$ cat config.mk
export PLATFORM = sky130hd
export DESIGN_NAME = compact_list_insert_search_remove_top_flat
export DESIGN_NICKNAME = d
export VERILOG_FILES = /design/src/design/clis_pkg.sv /design/src/design/clis_if.sv /design/src/design/compact_list_insert_search_remove_top.sv /design/src/design/clis_mem.sv /design/src/design/clis_ctrl.sv /design/src/flat_wrapper.sv
export SDC_FILE = /design/constraint.sdc
export NUM_CORES = 1
export LEC_CHECK = 0
export BUFFER_PORTS_ARGS = -buffer_cell sky130_fd_sc_hd__buf_2
export CAP_MARGIN = 25
export CORE_AREA = 3 3 237 285
export DETAILED_ROUTE_END_ITERATION = 12
export DIE_AREA = 0 0 240 288
export GPL_TIMING_DRIVEN = 0
export PLACE_DENSITY = 0.56
export SETUP_SLACK_MARGIN = 0.2
export SYNTH_ARGS = -nofsm -noshare
export SYNTH_HDL_FRONTEND = slang
export SYNTH_SLANG_ARGS = --single-unit
$ cat constraint.sdc
create_clock -name clk -period 15.05 [get_ports clk]
set_clock_uncertainty 0.05 [all_clocks]
set_input_delay 0.7525 -clock clk [delete_from_list [all_inputs] [get_ports clk]]
set_output_delay 0.7525 -clock clk [all_outputs]
set_load 0.01 [all_outputs]
$ cat src/design/clis_pkg.sv
package clis_pkg;

  localparam int VALUE_W = 32;
  localparam int OP_W    = 2;
  localparam int STAT_W  = 2;
  localparam int POS_W   = 4;
  localparam int FILL_W  = 5;

  localparam logic [OP_W-1:0] OP_INSERT = 2'd0;
  localparam logic [OP_W-1:0] OP_REMOVE = 2'd1;
  localparam logic [OP_W-1:0] OP_SEARCH = 2'd2;

  localparam logic [STAT_W-1:0] STAT_OK        = 2'd0;
  localparam logic [STAT_W-1:0] STAT_NOT_FOUND = 2'd1;
  localparam logic [STAT_W-1:0] STAT_FULL      = 2'd2;

  typedef struct packed {
    logic [OP_W-1:0]           op;
    logic signed [VALUE_W-1:0] value;
  } req_t;

  typedef struct packed {
    logic [STAT_W-1:0] status;
    logic [POS_W-1:0]  position;
    logic [FILL_W-1:0] fill_count;
  } res_t;

  typedef enum logic [1:0] {
    ST_IDLE,
    ST_SCAN,
    ST_SHIFT,
    ST_DONE
  } state_t;

endpackage

$ cat src/design/clis_if.sv
interface clis_req_if;
  logic                               valid;
  logic                               ready;
  logic [clis_pkg::OP_W-1:0]          op;
  logic signed [clis_pkg::VALUE_W-1:0] value;

  modport source (output valid, output op, output value, input ready);
  modport sink (input valid, input op, input value, output ready);
endinterface

interface clis_rsp_if;
  logic                        valid;
  logic                        ready;
  logic [clis_pkg::STAT_W-1:0] status;
  logic [clis_pkg::POS_W-1:0]  position;
  logic [clis_pkg::FILL_W-1:0] fill_count;

  modport source (output valid, output status, output position, output fill_count, input ready);
  modport sink (input valid, input status, input position, input fill_count, output ready);
endinterface

$ cat src/design/compact_list_insert_search_remove_top.sv
// packed list of signed 32-bit values with first-match search and remove
// in_req carries a request (op, value); out_rsp returns one result per
// request (status, position, fill_count); both are valid/ready channels
// the entries sit in a one-port-read, one-port-write synchronous memory
// each request kind passes from the accepting edge to out_rsp.valid so:
// insert, unused op code, or any request on an empty list: straight to done
// search: scan from index 0 up to the first hit or the end of the list,
//   one entry compared per cycle behind a registered memory read
// remove: scan up to the match, then on a hit one entry moved per cycle
//   and one closing step; a miss ends with the scan
// one request at a time; the next request is taken the cycle after the
// result has moved into the output register, so a new request is never
// taken while the last one is still in the controller
// a stalled out_rsp holds its result; a second finished result waits in
// the controller until the output register frees up, and in_req stalls
// reset empties the list (count zero); memory contents are not cleared
module compact_list_insert_search_remove_top #(
  parameter int CAPACITY = 16
) (
  input  logic              clk,
  input  logic              rst_n,
  clis_req_if.sink          in_req,
  clis_rsp_if.source        out_rsp
);

  localparam int IDX_W = (CAPACITY > 1) ? $clog2(CAPACITY) : 1;
  localparam int CNT_W = $clog2(CAPACITY + 1);

  clis_pkg::req_t req;
  clis_pkg::res_t res;
  clis_pkg::res_t out_r;
  logic           req_ready;
  logic           res_valid;
  logic           res_taken;
  logic           out_valid_r;

  logic                         mem_wen;
  logic [IDX_W-1:0]             mem_waddr;
  logic [clis_pkg::VALUE_W-1:0] mem_wdata;
  logic                         mem_ren;
  logic [IDX_W-1:0]             mem_raddr;
  logic [clis_pkg::VALUE_W-1:0] mem_rdata;

  assign req.op       = in_req.op;
  assign req.value    = in_req.value;
  assign in_req.ready = req_ready;

  clis_ctrl #(
    .CAPACITY (CAPACITY),
    .IDX_W    (IDX_W),
    .CNT_W    (CNT_W)
  ) u_ctrl (
    .clk       (clk),
    .rst_n     (rst_n),
    .req_valid (in_req.valid),
    .req       (req),
    .req_ready (req_ready),
    .res_valid (res_valid),
    .res       (res),
    .res_taken (res_taken),
    .mem_wen   (mem_wen),
    .mem_waddr (mem_waddr),
    .mem_wdata (mem_wdata),
    .mem_ren   (mem_ren),
    .mem_raddr (mem_raddr),
    .mem_rdata (mem_rdata)
  );

  clis_mem #(
    .DEPTH  (CAPACITY),
    .ADDR_W (IDX_W)
  ) u_mem (
    .clk   (clk),
    .wen   (mem_wen),
    .waddr (mem_waddr),
    .wdata (mem_wdata),
    .ren   (mem_ren),
    .raddr (mem_raddr),
    .rdata (mem_rdata)
  );

  // output register
  assign res_taken = !out_valid_r || out_rsp.ready;

  always_ff @(posedge clk) begin
    if (!rst_n) begin
      out_valid_r <= 1'b0;
    end else if (res_valid && res_taken) begin
      out_valid_r <= 1'b1;
    end else if (out_rsp.ready) begin
      out_valid_r <= 1'b0;
    end
  end

  always_ff @(posedge clk) begin
    if (res_valid && res_taken) begin
      out_r <= res;
    end
  end

  assign out_rsp.valid      = out_valid_r;
  assign out_rsp.status     = out_r.status;
  assign out_rsp.position   = out_r.position;
  assign out_rsp.fill_count = out_r.fill_count;

  a_one_at_a_time: assert property (@(posedge clk) disable iff (!rst_n)
    in_req.valid && req_ready |=> !req_ready)
    else $error("request accepted while another is in flight");

  a_result_lands: assert property (@(posedge clk) disable iff (!rst_n)
    res_valid && res_taken |=> out_valid_r)
    else $error("finished result did not reach the output register");

  a_pos_zero_on_miss: assert property (@(posedge clk) disable iff (!rst_n)
    out_valid_r |-> (out_r.status == clis_pkg::STAT_OK || out_r.position == '0))
    else $error("nonzero position on a failed request");

  a_no_write_in_scan: assert property (@(posedge clk) disable iff (!rst_n)
    mem_wen && mem_ren |-> mem_waddr != mem_raddr)
    else $error("read and write to the same entry in one cycle");

endmodule

$ cat src/design/clis_mem.sv
module clis_mem #(
  parameter int DEPTH  = 16,
  parameter int ADDR_W = 4
) (
  input  logic                         clk,
  input  logic                         wen,
  input  logic [ADDR_W-1:0]            waddr,
  input  logic [clis_pkg::VALUE_W-1:0] wdata,
  input  logic                         ren,
  input  logic [ADDR_W-1:0]            raddr,
  output logic [clis_pkg::VALUE_W-1:0] rdata
);

  logic [clis_pkg::VALUE_W-1:0] mem [DEPTH];
  logic [clis_pkg::VALUE_W-1:0] rdata_r;

  always_ff @(posedge clk) begin
    if (wen) begin
      mem[waddr] <= wdata;
    end
  end

  always_ff @(posedge clk) begin
    if (ren) begin
      rdata_r <= mem[raddr];
    end
  end

  assign rdata = rdata_r;

endmodule

$ cat src/design/clis_ctrl.sv
module clis_ctrl #(
  parameter int CAPACITY = 16,
  parameter int IDX_W    = 4,
  parameter int CNT_W    = 5
) (
  input  logic                         clk,
  input  logic                         rst_n,
  input  logic                         req_valid,
  input  clis_pkg::req_t               req,
  output logic                         req_ready,
  output logic                         res_valid,
  output clis_pkg::res_t               res,
  input  logic                         res_taken,
  output logic                         mem_wen,
  output logic [IDX_W-1:0]             mem_waddr,
  output logic [clis_pkg::VALUE_W-1:0] mem_wdata,
  output logic                         mem_ren,
  output logic [IDX_W-1:0]             mem_raddr,
  input  logic [clis_pkg::VALUE_W-1:0] mem_rdata
);

  localparam logic [CNT_W-1:0] CAP_CNT = CNT_W'(CAPACITY);

  clis_pkg::state_t             state_r, state_nxt;
  logic [CNT_W-1:0]             count_r, count_nxt;
  logic [CNT_W-1:0]             idx_r, idx_nxt;
  logic [IDX_W-1:0]             at_r, at_nxt;
  logic [clis_pkg::OP_W-1:0]    op_r, op_nxt;
  logic [clis_pkg::VALUE_W-1:0] val_r, val_nxt;
  clis_pkg::res_t               res_r, res_nxt;

  logic [CNT_W-1:0] idx_inc;
  logic [CNT_W:0]   idx_inc2;
  logic             more_1;
  logic             more_2;
  logic             hit;
  logic             accept;

  assign idx_inc  = idx_r + CNT_W'(1);
  assign idx_inc2 = {1'b0, idx_r} + (CNT_W+1)'(2);
  assign more_1   = idx_inc < count_r;
  assign more_2   = idx_inc2 < {1'b0, count_r};
  assign hit      = mem_rdata == val_r;
  assign accept   = req_valid && req_ready;

  // next state
  always_comb begin
    state_nxt = state_r;
    unique case (state_r)
      clis_pkg::ST_IDLE: begin
        if (req_valid) begin
          if ((req.op == clis_pkg::OP_REMOVE || req.op == clis_pkg::OP_SEARCH) &&
              count_r != '0) begin
            state_nxt = clis_pkg::ST_SCAN;
          end else begin
            state_nxt = clis_pkg::ST_DONE;
          end
        end
      end
      clis_pkg::ST_SCAN: begin
        if (hit) begin
          state_nxt = (op_r == clis_pkg::OP_SEARCH) ? clis_pkg::ST_DONE : clis_pkg::ST_SHIFT;
        end else if (!more_1) begin
          state_nxt = clis_pkg::ST_DONE;
        end
      end
      clis_pkg::ST_SHIFT: begin
        if (!more_1) begin
          state_nxt = clis_pkg::ST_DONE;
        end
      end
      clis_pkg::ST_DONE: begin
        if (res_taken) begin
          state_nxt = clis_pkg::ST_IDLE;
        end
      end
      default: state_nxt = clis_pkg::ST_IDLE;
    endcase
  end

  // outputs and datapath
  always_comb begin
    req_ready = 1'b0;
    res_valid = 1'b0;
    mem_wen   = 1'b0;
    mem_waddr = count_r[IDX_W-1:0];
    mem_wdata = req.value;
    mem_ren   = 1'b0;
    mem_raddr = '0;
    count_nxt = count_r;
    idx_nxt   = idx_r;
    at_nxt    = at_r;
    op_nxt    = op_r;
    val_nxt   = val_r;
    res_nxt   = res_r;
    unique case (state_r)
      clis_pkg::ST_IDLE: begin
        req_ready = 1'b1;
        if (accept) begin
          op_nxt  = req.op;
          val_nxt = req.value;
          idx_nxt = '0;
          res_nxt = '{status: clis_pkg::STAT_NOT_FOUND, position: '0,
                      fill_count: clis_pkg::FILL_W'(count_r)};
          unique case (req.op)
            clis_pkg::OP_INSERT: begin
              if (count_r >= CAP_CNT) begin
                res_nxt.status = clis_pkg::STAT_FULL;
              end else begin
                mem_wen   = 1'b1;
                count_nxt = count_r + CNT_W'(1);
                res_nxt   = '{status: clis_pkg::STAT_OK,
                              position: clis_pkg::POS_W'(count_r),
                              fill_count: clis_pkg::FILL_W'(count_nxt)};
              end
            end
            clis_pkg::OP_REMOVE, clis_pkg::OP_SEARCH: begin
              mem_ren = count_r != '0;
            end
            default: ;
          endcase
        end
      end
      clis_pkg::ST_SCAN: begin
        // read one ahead of the compare
        mem_ren   = more_1;
        mem_raddr = idx_inc[IDX_W-1:0];
        if (hit) begin
          at_nxt = idx_r[IDX_W-1:0];
          if (op_r == clis_pkg::OP_SEARCH) begin
            res_nxt = '{status: clis_pkg::STAT_OK, position: clis_pkg::POS_W'(idx_r),
                        fill_count: clis_pkg::FILL_W'(count_r)};
          end
        end else if (more_1) begin
          idx_nxt = idx_inc;
        end
      end
      clis_pkg::ST_SHIFT: begin
        // rdata holds entry idx + 1 here
        if (more_1) begin
          mem_wen   = 1'b1;
          mem_waddr = idx_r[IDX_W-1:0];
          mem_wdata = mem_rdata;
          mem_ren   = more_2;
          mem_raddr = idx_inc2[IDX_W-1:0];
          idx_nxt   = idx_inc;
        end else begin
          count_nxt = count_r - CNT_W'(1);
          res_nxt   = '{status: clis_pkg::STAT_OK, position: clis_pkg::POS_W'(at_r),
                        fill_count: clis_pkg::FILL_W'(count_nxt)};
        end
      end
      clis_pkg::ST_DONE: begin
        res_valid = 1'b1;
      end
      default: ;
    endcase
  end

  always_ff @(posedge clk) begin
    if (!rst_n) begin
      state_r <= clis_pkg::ST_IDLE;
      count_r <= '0;
    end else begin
      state_r <= state_nxt;
      count_r <= count_nxt;
    end
  end

  always_ff @(posedge clk) begin
    idx_r <= idx_nxt;
    at_r  <= at_nxt;
    op_r  <= op_nxt;
    val_r <= val_nxt;
    res_r <= res_nxt;
  end

  assign res = res_r;

endmodule
$ cat src/flat_wrapper.sv
// flat-port wrapper written by rule: the top's interface ports become plain ports
module compact_list_insert_search_remove_top_flat 
#(
  parameter int CAPACITY = 16
)
  (clk, rst_n, in_req_valid, in_req_op, in_req_value, in_req_ready, out_rsp_valid, out_rsp_status, out_rsp_position, out_rsp_fill_count, out_rsp_ready);
  clis_req_if in_req_i ();
  clis_rsp_if out_rsp_i ();
  input  logic clk;
  input  logic rst_n;
  input wire logic [$bits(in_req_i.valid)-1:0] in_req_valid;
  input wire logic [$bits(in_req_i.op)-1:0] in_req_op;
  input wire logic [$bits(in_req_i.value)-1:0] in_req_value;
  output wire logic [$bits(in_req_i.ready)-1:0] in_req_ready;
  output wire logic [$bits(out_rsp_i.valid)-1:0] out_rsp_valid;
  output wire logic [$bits(out_rsp_i.status)-1:0] out_rsp_status;
  output wire logic [$bits(out_rsp_i.position)-1:0] out_rsp_position;
  output wire logic [$bits(out_rsp_i.fill_count)-1:0] out_rsp_fill_count;
  input wire logic [$bits(out_rsp_i.ready)-1:0] out_rsp_ready;
  assign in_req_i.valid = in_req_valid;
  assign in_req_i.op = in_req_op;
  assign in_req_i.value = in_req_value;
  assign in_req_ready = in_req_i.ready;
  assign out_rsp_valid = out_rsp_i.valid;
  assign out_rsp_status = out_rsp_i.status;
  assign out_rsp_position = out_rsp_i.position;
  assign out_rsp_fill_count = out_rsp_i.fill_count;
  assign out_rsp_i.ready = out_rsp_ready;
  compact_list_insert_search_remove_top #(.CAPACITY(CAPACITY)) u_core (.clk(clk), .rst_n(rst_n), .in_req(in_req_i), .out_rsp(out_rsp_i));
endmodule
==> flow_summary.ini <==
[outcome]
status = completed

[detailed_routing]
detail-route-antenna-nets = 0
drt_iter0_markers = 1870
drcViolationCount = 0
vias = 17100
wl_per_cell_um = 27.9
vias_per_cell = 5.85
dr.pass1.iters = 5
routed_wl_mm = 81.3

[timing]
final.setup.tns_ns = 0
finalHoldViolations = 0
fmax_mhz = 178
setup_ws_ns = 9.42
rsz0062_at_grt = no
slew_headroom = 0.306
worst_pin_slew_ns = 1.04
slew_violations = 0
setup_viol = 0
post-route-min-period_ns = 5.63
min_period_over_period = 0.374

[clock_network]
clk_latency_ns = 0.64
cts_root_buf = clkbuf_16
cts_resized = 0
htree_levels = 2
clkTransAtPathRegs_ns = 0.07
cts_buffer_depth = 3
post_cts_buffers = 0
clock_sink_count = 617
numCtsBuffers = 59
cts_tree = done
cts_hold_buf = 0

[place]
placed_cell_area_um2 = 27800
placed_cells = 2806
place_congestion = 0.901
dp_hpwl_mm = 56.0
post-place-ws_ns = 9.49
portBuffers = 50

[setup_path]
start_kind = flop
reg2reg_depth = 16
endpoint_kind = flop
required_ns = 15.34
cp-startpoint = u_core.u_ctrl.idx_r[1]
r2r_slack_ns = 9.42
r2r-end = u_core.u_mem.rdata[5]
cp-endpoint = u_core.u_mem.rdata[5]
cp_max_fo = 10
rr_startpoint = u_core.u_ctrl.idx_r[1]
arrival_ns = 5.92
path_class = flop to flop

[synthesis]
netlist_area_um2 = 25900
yosysSeqAreaShare = 0.713
yosys.area.top_type_share = 0.707
yosys_warnings = 0
syn_inst = 1902
syn-num-nets = 1960
ys_top_cells_by_count = edfxtp_1 (609), nand2_1 (342), a21oi_1 (122)
synth_edf_count = 609
ys_seq_elements = 617
synth.most_common_cell = edfxtp_1
async_flop_share = 0
syn_area_per_cell_um2 = 13.6
synth_largest_area_cell = edfxtp_1
synth_flop_cell = edfxtp_1
synthTopCellsByArea = edfxtp_1 (71%), nand2_1 (5.0%), mux2i_1 (2.6%)
synth_cell_type_count = 63

[hold_path]
hold_path.startpoint = in_req_value[23]
hold_depth = 1
min_path_type = input pin to flop

[global_routing]
antenna_found_initial = 1
grt_remaining_overflow = 0
grt_use_met2 = 0.402
use_met1 = 0.292
met3_usage = 0.0335
grt_pass1_wl_mm = 117
grt_pass1_vias = 16900
grt_max_degree = 26
grt.total_usage = 0.235
grt_busiest_layer = met2

[finish]
design_area_um2 = 29600
fin_cells = 2915
num-fill-cells = 5761
nets = 2093
syn_to_final_growth_pct = 14.5
drive_gt1_frac = 0.121

[job]
drv_cap = 0

[floorplan]
die_w_um = 240
core_um2 = 64800
die_y_um = 288
io_pins = 51
start_util = 0.399
num_rows = 102
dieArea_um2 = 69100

[power_and_ir_drop]
power_density_nw_per_um2 = 209
p_leak_nw = 10.2
peakVddDrop_v = 0.000103
==> layout make-up <==
cell class | count | area (um2) | area share
flip-flops and latches | 617 | 18400 | 0.622
multi-input cells | 1134 | 6890 | 0.232
clock buffers | 73 | 1550 | 0.0523
well taps | 832 | 1040 | 0.0351
repair buffers | 72 | 742 | 0.0250
plain buffers | 124 | 584 | 0.0197
clock inverters | 35 | 283 | 0.00954
inverters | 27 | 101 | 0.00342
diodes | 1 | 2.50 | 0.0000844
==> kinds of logic after synthesis <==
logic type / synth area share
flops: 0.713
compound gates: 0.102
simple gates: 0.106
xor+xnor: 0.0142
mux: 0.0289
fa+ha+maj: 0.00967
buf+inv: 0.0265
==> placed cells by master, fill, tap and decap left out, drive strengths merged, types with 25 or more instances in the layout <==
master and instances:
nand3 91, and3 55, o21ai 52, inv 25
a221oi 35, clkbuf 131, buf 138, nand2 342
clkinv 31, edfxtp 609, nor2 52, mux2i 68
a31oi 38, a21oi 123, xor2 35
==> how the worst min path moves through the flow <==
stage	to
global placement	u_core.out_rsp.fill_count[4]
detailed placement	u_core.out_rsp.position[2]
CTS	u_core.u_ctrl.val_r[26]
global route	u_core.u_ctrl.val_r[26]
finish	u_core.u_ctrl.val_r[23]
floorplan	u_core.out_rsp.fill_count[0]
==> power by group <==
part / internal [mW] / switching [mW] / leakage (nW)
Combinational: 0.664 / 1.75 / 3.70
Sequential: 2.26 / 0.0802 / 5.59
Clock: 0.796 / 0.647 / 0.890
==> per-layer routing <==
layer  share of wire  routed length [um]  up-vias
met5               0                   0        -
met4           0.056                4580        0
met3           0.073                5920      226
met2            0.49               39800      862
met1            0.38               31000     8467
li1                -                   -     7505
==> state kept, by name (all words and copies together), names as in the netlist, 4 cells and up <==
name,cells
u_core.u_ctrl.val_r,32
u_core.u_ctrl.at_r,4
u_core.u_ctrl.res,11
u_core.u_mem.mem,512
u_core.u_mem.rdata,32
u_core.u_ctrl.count_r,5
u_core.out_rsp.position,4
u_core.u_ctrl.idx_r,5
u_core.out_rsp.fill_count,5
==> critical path, stage by stage, from the launching register on <==
cell      delay, ns
edfxtp_1       0.57
ha_1           0.32
xor2_1         0.18
ha_1           0.31
nand2_1        0.09
o21a_4         0.22
o21ai_1        0.60
inv_1          0.28
ha_1           0.26
nand2_1        0.19
a21o_1         0.16
buf_2          0.33
clkbuf_1       0.78
mux2i_1        0.28
a21oi_1        0.09
a221oi_1       0.50
a21oi_1        0.10
==> stage by stage <==
stage | hold WS (ns) | power (mW) | utilization
3_5_place_dp | 0.359 | 4.76 | 0.429
4_1_cts | 0.215 | 6.19 | 0.457
6_report | 0.249 | 6.20 | 0.457
3_3_place_gp | 0.355 | 4.67 | 0.419
5_1_grt | 0.227 | 6.44 | 0.457
2_1_floorplan | 0.350 | 3.75 | -
(Power assumes the default switching activity.)
